`config.mk`:
```
export PLATFORM = sky130hd
export DESIGN_NAME = heap_permutation_generator_top
export DESIGN_NICKNAME = d
export VERILOG_FILES = /design/src/rtl/hpg_pkg.sv /design/src/rtl/hpg_ctrl.sv /design/src/rtl/hpg_dp.sv /design/src/rtl/heap_permutation_generator_top.sv
export SDC_FILE = /design/constraint.sdc
export NUM_CORES = 1
export LEC_CHECK = 0
export ABC_CLOCK_PERIOD_IN_PS = 8600
export BUFFER_PORTS_ARGS = -buffer_cell sky130_fd_sc_hd__buf_2
export CAP_MARGIN = 0
export CORE_MARGIN = 2
export CORE_UTILIZATION = 30
export DETAILED_ROUTE_END_ITERATION = 10
export PLACE_DENSITY = 0.44
export SETUP_SLACK_MARGIN = 0.05
export SLEW_MARGIN = 10
export SYNTH_ARGS = -nofsm -noshare
export SYNTH_HDL_FRONTEND = slang
export SYNTH_SLANG_ARGS = --single-unit
```
`constraint.sdc`:
```
create_clock -name clk -period 8.6 [get_ports clk]
set_input_delay 0.86 -clock clk [delete_from_list [all_inputs] [get_ports clk]]
set_output_delay 0.86 -clock clk [all_outputs]
set_load 0.05 [all_outputs]
```
`src/rtl/hpg_pkg.sv`:
```
// Shared types and constants for the Heap permutation generator.
package hpg_pkg;

  localparam int MAX_ELEMENTS_DEF = 8;
  localparam int VALUE_WIDTH_DEF  = 32;
  localparam logic [3:0] PERM_LENGTH_RESET = 4'd8;

  typedef enum logic [1:0] {
    MODE_LOAD    = 2'd0,
    MODE_RESTART = 2'd1,
    MODE_NEXT    = 2'd2
  } mode_t;

  typedef enum logic [2:0] {
    ST_IDLE,
    ST_SCAN,
    ST_SWAP_WA,
    ST_SWAP_WB,
    ST_EMIT,
    ST_EXH
  } ctrl_state_t;

  typedef struct packed {
    logic load;
    logic restart;
    logic start;
    logic scan_init;
    logic scan_step;
    logic swap_rd;
    logic swap_wa;
    logic swap_wb;
    logic emit;
    logic emit_exh;
    logic set_done;
  } hpg_cmd_t;

  typedef struct packed {
    logic started;
    logic done;
    logic scan_end;
    logic scan_hit;
    logic emit_last;
    logic out_free;
  } hpg_status_t;

endpackage

```
`src/rtl/hpg_ctrl.sv`:
```
// Controller state machine: sequences load, restart, scan, swap and emit steps.
module hpg_ctrl import hpg_pkg::*; (
  input  logic        clk,
  input  logic        rst,
  input  logic        s_tvalid,
  output logic        s_tready,
  input  logic [1:0]  mode,
  input  hpg_status_t st,
  output hpg_cmd_t    cmd
);

  ctrl_state_t state, state_next;
  mode_t       mode_dec;

  assign mode_dec = mode_t'(mode);

  always_ff @(posedge clk) begin
    if (rst) begin
      state <= ST_IDLE;
    end else begin
      state <= state_next;
    end
  end

  always_comb begin
    state_next = state;
    unique case (state)
      ST_IDLE: begin
        if (s_tvalid && mode_dec == MODE_NEXT) begin
          if (st.done) begin
            state_next = ST_EXH;
          end else if (!st.started) begin
            state_next = ST_EMIT;
          end else begin
            state_next = ST_SCAN;
          end
        end
      end
      ST_SCAN: begin
        if (st.scan_end) begin
          state_next = ST_EXH;
        end else if (st.scan_hit) begin
          state_next = ST_SWAP_WA;
        end
      end
      ST_SWAP_WA: state_next = ST_SWAP_WB;
      ST_SWAP_WB: state_next = ST_EMIT;
      ST_EMIT: begin
        if (st.out_free && st.emit_last) state_next = ST_IDLE;
      end
      ST_EXH: begin
        if (st.out_free) state_next = ST_IDLE;
      end
      default: state_next = ST_IDLE;
    endcase
  end

  always_comb begin
    cmd      = '0;
    s_tready = 1'b0;
    unique case (state)
      ST_IDLE: begin
        s_tready = 1'b1;
        if (s_tvalid) begin
          unique case (mode_dec)
            MODE_LOAD:    cmd.load    = 1'b1;
            MODE_RESTART: cmd.restart = 1'b1;
            MODE_NEXT: begin
              if (!st.done && !st.started) cmd.start = 1'b1;
              else if (!st.done) cmd.scan_init = 1'b1;
            end
            default: ;  // unused mode: dropped
          endcase
        end
      end
      ST_SCAN: begin
        if (st.scan_end) cmd.set_done = 1'b1;
        else if (st.scan_hit) cmd.swap_rd = 1'b1;
        else cmd.scan_step = 1'b1;
      end
      ST_SWAP_WA: cmd.swap_wa  = 1'b1;
      ST_SWAP_WB: cmd.swap_wb  = 1'b1;
      ST_EMIT:    cmd.emit     = st.out_free;
      ST_EXH:     cmd.emit_exh = st.out_free;
      default: ;
    endcase
  end

  a_ready_only_idle: assert property (@(posedge clk) disable iff (rst)
    s_tready |-> (state == ST_IDLE))
    else $error("input taken outside idle");

  a_swap_follows: assert property (@(posedge clk) disable iff (rst)
    cmd.swap_rd |=> cmd.swap_wa ##1 cmd.swap_wb)
    else $error("swap sequence broken");

  a_no_emit_while_scanning: assert property (@(posedge clk) disable iff (rst)
    (state == ST_SCAN) |-> !(cmd.emit || cmd.emit_exh))
    else $error("beat emitted during scan");

endmodule

```
`src/rtl/hpg_dp.sv`:
```
// Datapath: element memory, swap counters, scan and emit indexes, output register.
module hpg_dp import hpg_pkg::*; #(
  parameter int MAX_ELEMENTS = MAX_ELEMENTS_DEF,
  parameter int VALUE_WIDTH  = VALUE_WIDTH_DEF
) (
  input  logic        clk,
  input  logic        rst,
  input  hpg_cmd_t    cmd,
  output hpg_status_t st,
  input  logic [2:0]  slot,
  input  logic [31:0] value,
  input  logic        cfg_valid,
  output logic        cfg_ready,
  input  logic [3:0]  cfg_data,
  input  logic        m_tready,
  output logic        m_tvalid,
  output logic [31:0] element,
  output logic [2:0]  position,
  output logic        last,
  output logic        exhausted
);

  localparam int AW = (MAX_ELEMENTS > 1) ? $clog2(MAX_ELEMENTS) : 1;
  localparam int IW = $clog2(MAX_ELEMENTS + 1);
  localparam int SW = (VALUE_WIDTH < 32) ? VALUE_WIDTH : 32;

  logic [SW-1:0] mem [MAX_ELEMENTS];
  logic [AW-1:0] cnt [MAX_ELEMENTS];

  logic [3:0]    perm_length;
  logic          started, done;
  logic [IW-1:0] idx, pos, n_eff;
  logic [AW-1:0] swap_a;
  logic [SW-1:0] rd_a, rd_b;

  logic [AW-1:0] ra, rb, cur_cnt, wr_addr;
  logic [SW-1:0] wr_data;
  logic          wr_en, slot_ok;
  logic [4:0]    pl_w;

  logic          out_valid;
  logic [SW-1:0] out_elem;
  logic [2:0]    out_pos;
  logic          out_last, out_exh;

  assign cfg_ready = 1'b1;

  // length 0 acts as 1, above the array depth acts as the depth
  always_comb begin
    pl_w = 5'(perm_length);
    if (pl_w == 5'd0) n_eff = IW'(1);
    else if (pl_w > 5'(MAX_ELEMENTS)) n_eff = IW'(MAX_ELEMENTS);
    else n_eff = IW'(pl_w);
  end

  assign slot_ok = (5'(slot) < 5'(MAX_ELEMENTS));
  assign cur_cnt = cnt[AW'(idx)];
  assign rb      = AW'(idx);
  // odd level swaps with the counter slot, even level with slot 0
  assign ra      = cmd.emit ? AW'(pos) : (idx[0] ? cur_cnt : '0);

  assign st.started   = started;
  assign st.done      = done;
  assign st.scan_end  = (idx == n_eff);
  assign st.scan_hit  = (IW'(cur_cnt) < idx);
  assign st.emit_last = (IW'(pos + IW'(1)) == n_eff);
  assign st.out_free  = !out_valid || m_tready;

  always_ff @(posedge clk) begin
    if (rst) begin
      perm_length <= PERM_LENGTH_RESET;
    end else if (cfg_valid) begin
      perm_length <= cfg_data;
    end
  end

  always_ff @(posedge clk) begin
    if (rst) begin
      started <= 1'b0;
      done    <= 1'b0;
      for (int k = 0; k < MAX_ELEMENTS; k++) cnt[k] <= '0;
    end else begin
      if (cmd.restart) begin
        started <= 1'b0;
        done    <= 1'b0;
        for (int k = 0; k < MAX_ELEMENTS; k++) cnt[k] <= '0;
      end
      if (cmd.start) started <= 1'b1;
      if (cmd.set_done) done <= 1'b1;
      if (cmd.scan_step) cnt[AW'(idx)] <= '0;
      if (cmd.swap_rd) cnt[AW'(idx)] <= cur_cnt + AW'(1);
    end
  end

  always_ff @(posedge clk) begin
    if (cmd.scan_init) idx <= '0;
    else if (cmd.scan_step) idx <= idx + IW'(1);
    if (cmd.start || cmd.swap_wb) pos <= '0;
    else if (cmd.emit) pos <= pos + IW'(1);
  end

  // element memory: one write port, two registered read ports
  always_comb begin
    wr_en   = 1'b0;
    wr_addr = rb;
    wr_data = rd_a;
    if (cmd.load && slot_ok) begin
      wr_en   = 1'b1;
      wr_addr = AW'(slot);
      wr_data = value[SW-1:0];
    end else if (cmd.swap_wa) begin
      wr_en   = 1'b1;
      wr_addr = swap_a;
      wr_data = rd_b;
    end else if (cmd.swap_wb) begin
      wr_en   = 1'b1;
    end
  end

  always_ff @(posedge clk) begin
    if (wr_en) mem[wr_addr] <= wr_data;
    if (cmd.swap_rd) begin
      rd_a   <= mem[ra];
      rd_b   <= mem[rb];
      swap_a <= ra;
    end
    if (cmd.emit) begin
      out_elem <= mem[ra];
      out_pos  <= 3'(pos);
      out_last <= st.emit_last;
      out_exh  <= 1'b0;
    end else if (cmd.emit_exh) begin
      out_elem <= '0;
      out_pos  <= '0;
      out_last <= 1'b1;
      out_exh  <= 1'b1;
    end
  end

  always_ff @(posedge clk) begin
    if (rst) begin
      out_valid <= 1'b0;
    end else if (cmd.emit || cmd.emit_exh) begin
      out_valid <= 1'b1;
    end else if (m_tready) begin
      out_valid <= 1'b0;
    end
  end

  assign m_tvalid  = out_valid;
  assign element   = 32'(out_elem);
  assign position  = out_pos;
  assign last      = out_last;
  assign exhausted = out_exh;

  a_emit_needs_room: assert property (@(posedge clk) disable iff (rst)
    (cmd.emit || cmd.emit_exh) |-> (!out_valid || m_tready))
    else $error("output register overwritten");

  a_swap_distinct: assert property (@(posedge clk) disable iff (rst)
    cmd.swap_wa |-> (swap_a != AW'(idx)))
    else $error("swap of a slot with itself");

  a_counter_bound: assert property (@(posedge clk) disable iff (rst)
    (idx < IW'(MAX_ELEMENTS)) |-> (IW'(cur_cnt) <= idx))
    else $error("swap counter above its level");

  a_exh_beat: assert property (@(posedge clk) disable iff (rst)
    (out_valid && out_exh) |-> (out_last && out_pos == 3'd0))
    else $error("malformed exhausted beat");

endmodule

```
`src/rtl/heap_permutation_generator_top.sv`:
```
// Top level of the Heap permutation generator: stream ports, controller and datapath.
//
//  channel   dir  signals                         content
//  s_*       in   tvalid tready tdata tuser       load / restart / next request
//  m_*       out  tvalid tready tdata tlast tuser one element of an ordering
//  cfg_*     in   valid ready data                perm_length write
//
// The first ordering after a restart is emitted directly. A later request scans up to n
// counter levels, one per cycle, swaps through the single write port (ST_SWAP_WA, then
// ST_SWAP_WB), then emits n beats; it emits an exhausted beat when the levels run out or
// once exhausted. Synchronous reset clears counters, flags and perm_length (to 8); element
// slots hold no value until loaded. m_tready stalls hold the emit sequence; the final beat
// waits in the output register while the next input is taken.
module heap_permutation_generator_top import hpg_pkg::*; #(
  parameter int MAX_ELEMENTS = MAX_ELEMENTS_DEF,
  parameter int VALUE_WIDTH  = VALUE_WIDTH_DEF
) (
  input  logic        clk,
  input  logic        rst,
  input  logic        s_tvalid,
  output logic        s_tready,
  input  logic [39:0] s_tdata,   // slot[2:0], value[34:3], zero pad[39:35]
  input  logic [1:0]  s_tuser,   // mode[1:0]
  output logic        m_tvalid,
  input  logic        m_tready,
  output logic [39:0] m_tdata,   // element[31:0], position[34:32], zero pad[39:35]
  output logic        m_tlast,
  output logic [0:0]  m_tuser,   // exhausted[0]
  input  logic        cfg_valid,
  output logic        cfg_ready,
  input  logic [3:0]  cfg_data
);

  hpg_cmd_t    cmd;
  hpg_status_t st;
  logic [31:0] element;
  logic [2:0]  position;
  logic        exhausted;

  hpg_ctrl u_ctrl (
    .clk      (clk),
    .rst      (rst),
    .s_tvalid (s_tvalid),
    .s_tready (s_tready),
    .mode     (s_tuser),
    .st       (st),
    .cmd      (cmd)
  );

  hpg_dp #(
    .MAX_ELEMENTS (MAX_ELEMENTS),
    .VALUE_WIDTH  (VALUE_WIDTH)
  ) u_dp (
    .clk       (clk),
    .rst       (rst),
    .cmd       (cmd),
    .st        (st),
    .slot      (s_tdata[2:0]),
    .value     (s_tdata[34:3]),
    .cfg_valid (cfg_valid),
    .cfg_ready (cfg_ready),
    .cfg_data  (cfg_data),
    .m_tready  (m_tready),
    .m_tvalid  (m_tvalid),
    .element   (element),
    .position  (position),
    .last      (m_tlast),
    .exhausted (exhausted)
  );

  assign m_tdata = {5'd0, position, element};
  assign m_tuser = exhausted;

endmodule
```
==> results of run 1 <==
## registers in the layout (all words and copies together), names as in the netlist, named ones only
| name | cells |
|---|---|
| u_dp.mem | 256 |
| u_dp.rd_b | 32 |
| u_dp.exhausted | 1 |
| u_dp.perm_length | 4 |
| u_dp.pos | 4 |
| u_dp.cnt | 24 |
| u_dp.element | 32 |
| u_dp.last | 1 |
| u_dp.m_tvalid | 1 |
| u_dp.started | 1 |
| u_dp.swap_a | 3 |
| u_dp.position | 3 |
| u_dp.done | 1 |
| u_dp.idx | 4 |
| u_ctrl.state | 3 |
| u_dp.rd_a | 32 |
## final cells by class
type                       count  area (um2)  area share
tap                          855        1070      0.0481
timing repair buffer         121         711      0.0320
sequential                   405       11900       0.537
clock buffer                  65        1260      0.0569
inverter                      12        50.0     0.00225
clock inverter                23         248      0.0111
multi-input combinational   1026        6930       0.312
## layer usage
layer	wire length, um	track usage	part of all wire	up-vias
met5	0	0	0	-
met3	6060	0.0335	0.087	165
met1	30700	0.288	0.44	7429
li1	-	-	-	6458
met2	30200	0.306	0.44	830
met4	2370	0.0857	0.034	0
## how the worst max path moves through the flow
stage          slack (ps)                             end  cells after the start
6_report             3740  u_dp.element[19]$_SDFFCE_PN0P_                      9
5_1_grt              3560  u_dp.element[19]$_SDFFCE_PN0P_                      9
4_1_cts              3820  u_dp.element[14]$_SDFFCE_PN0P_                      9
3_5_place_dp         3430  u_dp.element[14]$_SDFFCE_PN0P_                     10
3_3_place_gp         3470  u_dp.element[29]$_SDFFCE_PN0P_                     10
2_1_floorplan        3010          u_dp.rd_a[0]$_DFFE_PN_                      9
## synthesized netlist by cell type (22+ instances only)
library cell / instances
a22o_1: 55
a22oi_1: 131
and3_1: 54
clkbuf_1: 120
dfxtp_1: 22
edfxtp_1: 383
mux2i_1: 44
nand2_1: 86
nand3_1: 54
nand4_1: 112
nor2_1: 39
nor3_1: 59
nor4_1: 28
o211ai_1: 38
o21ai_0: 171
## stage by stage
stage / util / setup slack, ps
2_1_floorplan: - / 3010
6_report: 0.347 / 3740
5_1_grt: 0.347 / 3560
3_5_place_dp: 0.323 / 3430
3_3_place_gp: 0.323 / 3470
4_1_cts: 0.347 / 3820
## cells by family after synthesis
logic type | Yosys count | share of synthesized area
AND/OR/NAND/NOR | 480 | 0.136
AO/OA/AOI/OAI | 474 | 0.174
flip-flops | 405 | 0.618
buffers and inverters | 158 | 0.0342
multiplexers | 54 | 0.0298
XOR/XNOR | 7 | 0.00389
adder cells (fa/ha/maj) | 5 | 0.00324
other | 2 | 0.000389
## power breakdown
group	internal, mW	switching [mW]	total, mW
clock network	1.15	0.832	1.99
logic	1.25	3.18	4.43
registers	2.80	0.196	2.99
## critical path, delay by kind of cell, from the launching register on
kind            cells  cell delay, ps
buf+inv             3            1680
simple gates        5            2150
flops               1             610
compound gates      1             130
==> flow_metrics.tcl, run 1 <==
set metrics [dict create \
    die_area_um2 66500 \
    nNetsFinal 1669 \
    cp.arrival_ps 5200 \
    totalPowerFinal_mw 9.42 \
    path_class "reg2reg" \
    slew_viol_final 0 \
    start_util 0.301 \
    ios 96 \
    cp_slowest_cell "nor2_4" \
    antenna_cells 0 \
    syn_to_final_growth_pct 15.0 \
    path_cells "nor2_1 -> nand4_1 -> buf_4 -> inv_6 -> nor2_4 -> buf_4 -> o21ai_0 -> and3_1 -> nor4_1" \
    cts.sinks 405 \
    layout_common_cells "383 x edfxtp_1, 171 x o21ai_0, 130 x a22oi_1, 112 x nand4_1, 85 x nand2_1" \
    post_cts_resized 0 \
    crit_path_end_kind "register" \
    synth.distinct_cells 67 \
    cts_hold_buf 0 \
    synth-seq-cells 405 \
    wirelength_um 69300 \
    hold_end "u_dp.perm_length[3]$_SDFFE_PP1P_" \
    rr_worst_depth 9 \
    crit_path_max_incr_delay_ps 1020 \
    dp_hpwl_um 33400 \
    timing.reg2reg.setup_slack_ps 3740 \
    fin_crit_ps 4860 \
    grt.total_usage 0.203 \
    postCtsSetupRepairBufs 0 \
    worstSetupStartpointType "register" \
    hp-class "in2reg" \
    synth_edf_count 383 \
    ys_warn_count 0 \
    clock_latency_ps 620 \
    max_freq_mhz 206 \
    cts_buffer_depth 3 \
    fillers 6233 \
    drtIter0Drc 1400 \
    tns_ps 0 \
    gp_congestion 0.770 \
    powerDensity_nw_per_um2 424 \
    ant_nets 0 \
    fin_area_um2 22200 \
    hold_start "cfg_data[3]" \
    synthArstFlopShare 0 \
    p_leak_nw 7.10 \
    rr_endpoint "u_dp.element[19]$_SDFFCE_PN0P_" \
    cts_tree "done" \
    rsz0062_at_grt "no" \
    yosys-top-cells-area "edfxtp_1 60%, a22oi_1 5.1%, o21ai_0 4.4%" \
    postSynthCellCount 1585 \
    port_buffers 84 \
    route.vias.total 14882 \
    synth_area_per_cell_um2 12.2 \
    antenna_found_initial 0 \
    grt-ovfl-total 0 \
    ys_seq_area_frac 0.618 \
    clkSlewWorstSetupHoldPaths_ps 60 \
    core_area_um2 64100 \
    status "complete, no violations" \
    post_drt_wl_per_cell_um 27.6 \
    syn_area_um2 19300 \
    ys.flop_type "edfxtp_1" \
    hold_viol 0 \
    finalCritPeriodShare 0.565 \
    instances_no_fill 2507 \
    grt_pass1_vias 14796 \
    cp_common_cell "buf_4" \
    r2r_start "u_ctrl.state[0]$_SDFFE_PP0P_" \
    synth_top_area_frac 0.595 \
    fp.dieH_um 258 \
    critPathRequiredTime_ps 8940 \
    final_common_cell "edfxtp_1" \
    placed_area_um2 20700 \
    fin_worst_skew_ps 31.7 \
    holdWs_ps 484 \
    crit_fanout 75 \
    hold_depth 2 \
    cts_root_buf "clkbuf_16" \
    place_inst 2419 \
    viasPerCell 5.94 \
    ir_drop_uv 301 \
    fp.dieW_um 258 \
    yosysTopAreaCell "edfxtp_1" \
    maxCapViolations 0 \
    critPathLaunch "u_ctrl.state[0]$_SDFFE_PP0P_" \
    grt_pass1_wl_um 99400 \
    timing.slew.headroom 0.214 \
    htreeDepth 2 \
    dr.pass1.iters 5 \
    worstMarginPinSlew_ps 1180 \
    drcViolationCount 0 \
    numCtsBuffers 47 \
    num_rows 93 \
    drive_gt1_frac 0.153 \
    grt_max_degree 76 \
    setup_violations 0 \
]
Note: power is estimated with default switching activity, not from simulation.
==> inputs of run 2 (changes only) <==
- ABC_AREA: unset -> 1
- ABC_CLOCK_PERIOD_IN_PS: 8600 -> 4400
- PLACE_DENSITY: 0.44 -> 0.45
- clock period: 8.6 -> 4.4 ns (I/O delays scaled with it)
==> run 2 against run 1 <==
Maximum frequency is 48% higher. Routed wire length is 16% lower. Critical path depth did not move. Largest power group unchanged. Clock power up 98%. Critical endpoint is now u_dp.mem[0][1]$_DFFE_PP_.
==> flow_metrics.tcl, run 2 <==
set metrics [dict create \
    rr_worst_depth 9 \
    fin_worst_skew_ps 25.5 \
    antenna_found_initial 0 \
    worstMarginPinSlew_ps 1010 \
    ios 96 \
    nNetsFinal 1942 \
    r2r_start "u_ctrl.state[1]$_SDFFE_PP0P_" \
    hold_end "u_dp.perm_length[0]$_SDFFE_PP0P_" \
    finalCritPeriodShare 0.746 \
    worstSetupStartpointType "register" \
    critPathRequiredTime_ps 4680 \
    crit_path_end_kind "register" \
    cts_hold_buf 0 \
    hp-class "in2reg" \
    htreeDepth 2 \
    p_leak_nw 8.37 \
    drtIter0Drc 1113 \
    layout_common_cells "427 x nand2_1, 383 x edfxtp_1, 235 x inv_1, 153 x nand3_1, 108 x nor2_1" \
    clock_latency_ps 600 \
    cp.arrival_ps 3560 \
    postCtsSetupRepairBufs 0 \
    cp.depth 9 \
    port_buffers 84 \
    drive_gt1_frac 0.140 \
    crit_family "buffers and inverters" \
    crit_fanout 21 \
    cts_tree "done" \
    fp.dieH_um 254 \
    route.vias.total 13592 \
    synth_top_area_frac 0.612 \
    fp.dieW_um 254 \
    fin_crit_ps 3280 \
    setup_violations 0 \
    start_util 0.304 \
    synth.distinct_cells 45 \
    post_drt_wl_per_cell_um 21.1 \
    rsz0062_at_grt "no" \
    fillers 6216 \
    ys_top_cells_by_count "428 x nand2_1, 383 x edfxtp_1, 236 x inv_1" \
    yosysTopAreaCell "edfxtp_1" \
    numCtsBuffers 46 \
    grt_max_degree 81 \
    num_rows 91 \
    drcViolationCount 0 \
    tns_ps 0 \
    synth_most_common_cell "nand2_1" \
    path_cells "inv_2 -> nor3_4 -> clkinv_1 -> o211ai_1 -> o21ai_0 -> inv_1 -> nand2_1 -> nor2_4 -> buf_12" \
    dp_hpwl_um 32600 \
    postSynthCellCount 1809 \
    final_common_cell "nand2_1" \
    hold_depth 3 \
    grt_pass1_vias 13129 \
    regArea_um2 11900 \
    ys_warn_count 0 \
    synth-seq-cells 405 \
    multi_input_area_um2 5410 \
    antenna_cells 0 \
    grt-ovfl-total 0 \
    cp_slowest_cell "clkinv_1" \
    cts_buffer_depth 3 \
    synth_area_per_cell_um2 10.4 \
    ys.flop_type "edfxtp_1" \
    powerDensity_nw_per_um2 829 \
    syn_to_final_growth_pct 15.5 \
    clkSlewWorstSetupHoldPaths_ps 60 \
    timing.reg2reg.setup_slack_ps 1120 \
    ir_drop_uv 437 \
    max_freq_mhz 305 \
    crit_path_max_incr_delay_ps 600 \
    grt.total_usage 0.181 \
    maxCapViolations 0 \
    regMostFlops "u_dp.mem" \
    yosys-top-cells-area "edfxtp_1 61%, nand2_1 8.6%, inv_1 4.7%" \
    synth_edf_count 383 \
    ant_nets 0 \
    path_class "reg2reg" \
    syn_area_um2 18800 \
    cts_root_buf "clkbuf_16" \
    synthArstFlopShare 0 \
    status "complete, no violations" \
    timing.slew.headroom 0.329 \
    hold_start "cfg_data[0]" \
    gp_congestion 0.788 \
    cts.sinks 405 \
    worst-path-buf-inv 4 \
    hold_viol 0 \
    viasPerCell 4.92 \
    slew_viol_final 0 \
    largest_register_ffs 256 \
    wirelength_um 58400 \
    core_area_um2 61800 \
    grt_pass1_wl_um 85100 \
    dr.pass1.iters 6 \
    totalPowerFinal_mw 18.0 \
    rr_endpoint "u_dp.mem[0][1]$_DFFE_PP_" \
    post_cts_resized 0 \
    ys_seq_area_frac 0.636 \
    die_area_um2 64600 \
]
[run 2: cell types whose count changed after synthesis, sizes merged, moves of 44 or more]
cell    delta
a22o      -56
a22oi    -101
and3      -54
clkbuf    -82
inv      +241
mux2i     -44
nand2    +356
nand3    +100
nand4    -108
nor2      +81
o21ai     -99
[run 2: metrics by stage]
stage / std cells / setup WS, ps / util / hold WS (ps) / area (um2)
finish: 2760 / 1120 / 0.351 / 89.6 / 21700
global route: 2760 / 905 / 0.351 / 103 / 21700
CTS: 2760 / 1130 / 0.351 / 61.4 / 21700
detailed placement: 2675 / 1130 / 0.326 / 463 / 20200
global placement: 2675 / 1140 / 0.326 / 465 / 20200
floorplan: 1813 / 702 / - / 449 / 18800
[run 2: worst max-delay path by stage]
| stage | startpoint | end | slack, ps |
|---|---|---|---|
| 2_1_floorplan | u_ctrl.state[1]$_SDFFE_PP0P_ | u_dp.mem[1][0]$_DFFE_PP_ | 700 |
| 6_report | u_ctrl.state[1]$_SDFFE_PP0P_ | u_dp.mem[0][1]$_DFFE_PP_ | 1120 |
| 5_1_grt | u_ctrl.state[1]$_SDFFE_PP0P_ | u_dp.mem[0][14]$_DFFE_PP_ | 910 |
| 3_5_place_dp | u_ctrl.state[1]$_SDFFE_PP0P_ | u_dp.mem[0][12]$_DFFE_PP_ | 1130 |
| 4_1_cts | u_ctrl.state[1]$_SDFFE_PP0P_ | u_dp.mem[0][1]$_DFFE_PP_ | 1130 |
| 3_3_place_gp | u_ctrl.state[1]$_SDFFE_PP0P_ | u_dp.mem[0][11]$_DFFE_PP_ | 1140 |
[run 2: logic make-up (layout without fill, tap and decap cells)]
| family | after synthesis | count (layout) | share of synthesized area |
|---|---|---|---|
| and+or+nand+nor | 773 | 773 | 0.179 |
| DFF | 405 | 405 | 0.636 |
| buffers and inverters | 351 | 461 | 0.0827 |
| AOI/OAI and AO/OA | 262 | 262 | 0.0940 |
| xor gates and xnor gates | 11 | 11 | 0.00513 |
| adders and majority gates | 5 | 5 | 0.00333 |
| other | 2 | 6 | 0.000400 |
[run 2: cell type report]
| class | count | area share |
|---|---|---|
| clock inverters | 27 | 0.0150 |
| inverters | 252 | 0.0442 |
| clock buffers | 58 | 0.0551 |
| flip-flops and latches | 405 | 0.550 |
| multi-input cells | 1057 | 0.249 |
| well taps | 837 | 0.0483 |
| repair buffers | 124 | 0.0378 |
[run 2: worst register-to-register path, stage by stage (launching register included)]
cell and delay [ps]:
dfxtp_1 390, inv_2 80, nor3_4 140, clkinv_1 600, o211ai_1 400, o21ai_0 160
inv_1 70, nand2_1 230, nor2_4 590, buf_12 290
[run 2: layer usage]
metal	part of all wire	GRT usage	vias to the layer above
met5	0	0	-
met4	0.030	0.0642	0
met3	0.056	0.0226	109
met2	0.47	0.296	455
met1	0.45	0.247	6648
li1	-	-	6380
[run 2: report_power, final]
part           switching, mW  internal (mW)  total (mW)
Sequential             0.278           5.66        5.94
Clock                   1.61           2.34        3.95
Combinational           6.02           2.07        8.09
Total                   7.92           10.1        18.0
==> inputs of run 3 (changes only) <==
- ABC_CLOCK_PERIOD_IN_PS: 4400 -> 3100
- PLACE_DENSITY: 0.45 -> 0.44
- clock period: 4.4 -> 3.1 ns (I/O delays scaled with it)
==> run 3 against run 2 <==
Total power up 43%. Global-route usage barely moved. Critical path depth up 2. Highest routed layer unchanged. Cell area is 1.6% higher. Routed wire length about the same.
==> flow_metrics.tcl, run 3 (synthesized netlist as in run 2, its figures left out) <==
set metrics [dict create \
    start_util 0.304 \
    grt_pass1_vias 13224 \
    finalCritPeriodShare 0.908 \
    worstSetupStartpointType "register" \
    nNetsFinal 1976 \
    cts_root_buf "clkbuf_16" \
    grt_pass1_wl_um 85500 \
    timing.slew.headroom 0.495 \
    p_int_mw 14.5 \
    rsz0062_at_grt "no" \
    critPathRequiredTime_ps 3350 \
    swShare 0.437 \
    post_drt_wl_per_cell_um 20.9 \
    clock_latency_ps 580 \
    antenna_found_initial 0 \
    num_rows 91 \
    cts_tree "done" \
    ios 96 \
    fin_worst_skew_ps 14.7 \
    regMostFlops "u_dp.mem" \
    syn_to_final_growth_pct 17.4 \
    grt-ovfl-total 0 \
    status "complete, no violations" \
    htreeDepth 2 \
    ir_drop_uv 734 \
    drive_gt1_frac 0.153 \
    numCtsBuffers 48 \
    hp-class "in2reg" \
    p_comb_frac 0.462 \
    viasPerCell 4.88 \
    place_inst 2700 \
    largest_register_ffs 256 \
    layout_common_cells "427 x nand2_1, 383 x edfxtp_1, 234 x inv_1, 152 x nand3_1, 108 x nor2_1" \
    fillers 6161 \
    dr.pass1.iters 5 \
    path_class "reg2reg" \
    grt_max_degree 71 \
    crit_path_end_kind "register" \
    grt.total_usage 0.180 \
    fp.dieH_um 254 \
    drtIter0Drc 1101 \
    worstMarginPinSlew_ps 753 \
    ant_nets 0 \
    core_area_um2 61800 \
    wirelength_um 58300 \
    powerDensity_nw_per_um2 1170 \
    fin_crit_ps 2810 \
    drcViolationCount 0 \
    maxCapViolations 0 \
    gp_congestion 0.792 \
    cp.arrival_ps 3060 \
    hold_viol 0 \
    dp_hpwl_um 33800 \
    fp.dieW_um 254 \
    p_leak_nw 8.56 \
    route.vias.total 13645 \
    max_freq_mhz 355 \
    finish.utilization 0.357 \
    p_switching_mw 11.2 \
    crit_fanout 32 \
    final_common_cell "nand2_1" \
    setup_violations 0 \
    die_area_um2 64600 \
    postCtsSetupRepairBufs 0 \
    cts_buffer_depth 3 \
    port_buffers 84 \
    sequentialPowerShare 0.327 \
    post_cts_resized 0 \
    clkSlewWorstSetupHoldPaths_ps 60 \
    antenna_cells 0 \
    cts.sinks 405 \
    instances_no_fill 2794 \
    clkPwrFrac 0.211 \
    slew_viol_final 0 \
]
run 3: changes by cell type in the layout (fill, tap and decap cells not counted), moves of 2 or more:
cell,before,now
clkbuf_16,46,49
bufinv_16,7,4
buf_4,32,49
clkinv_2,5,8
clkbuf_1,12,10
buf_12,8,16
clkinvlp_4,3,0
o21ai_0,42,39
o21ai_1,32,35
inv_2,13,15
clkinv_1,12,16
dlygate4sd3_1,0,7
run 3: final timing paths:
path | start | end | slack [ps] | depth (start not counted)
min | cfg_valid | u_dp.perm_length[0]$_SDFFE_PP0P_ | 50 | 3
max reg2reg | u_ctrl.state[1]$_SDFFE_PP0P_ | u_dp.mem[3][24]$_DFFE_PP_ | 290 | 11
min reg2reg | u_dp.exhausted$_SDFFE_PP0P_ | u_dp.exhausted$_SDFFE_PP0P_ | 480 | 2
max | u_ctrl.state[1]$_SDFFE_PP0P_ | u_dp.mem[3][24]$_DFFE_PP_ | 290 | 11
run 3: what timing repair did:
action                                  CTS  global route
hold buffers                              7             0
endpoints found under the setup margin    0             0
endpoints found under the hold margin     7             0
run 3: power groups by stage:
stage	logic [mW]	clock network, mW	registers, mW
finish	11.9	5.44	8.41
detailed placement	12.0	0	8.52
CTS	12.0	5.60	8.42
global route	13.1	5.81	8.51
floorplan	7.54	0	9.09
global placement	11.9	0	8.51
run 3: stage by stage:
stage                     hold slack, ps  TNS, ps  power [mW]  area, um2  setup slack, ps
after floorplan                      382   -30220        16.6      18900             -122
after global placement               466        0        20.4      20500              355
after detailed placement             477        0        20.5      20500              308
after CTS                           12.6        0        26.1      22000              301
after global routing                68.2        0        27.5      22000              122
final                               45.9        0        25.7      22000              286
run 3: layer usage:
layer	vias up	global-route usage	wire, um
li1	6448	-	-
met3	93	0.0281	3300
met5	-	0	0
met4	0	0.0450	1270
met2	423	0.296	27000
met1	6681	0.250	26700
run 3: worst max-delay path, cell delays in order, from the launching register on:
cell,delay [ps]
dfxtp_1,340
inv_2,110
nand2_1,120
nor2_2,240
nand4_1,390
buf_4,290
o211ai_1,70
o21ai_0,210
inv_1,120
nand2_1,130
nor2_4,150
buf_12,290
run 3: layout make-up:
type	count	area, um2	area share
Clock buffer	59	1260	0.0573
Clock inverter	28	230	0.0104
Inverter	252	958	0.0435
Multi-Input combinational cell	1057	5430	0.246
Sequential cell	405	11900	0.542
Tap cell	837	1050	0.0475
Timing Repair Buffer	156	1180	0.0535
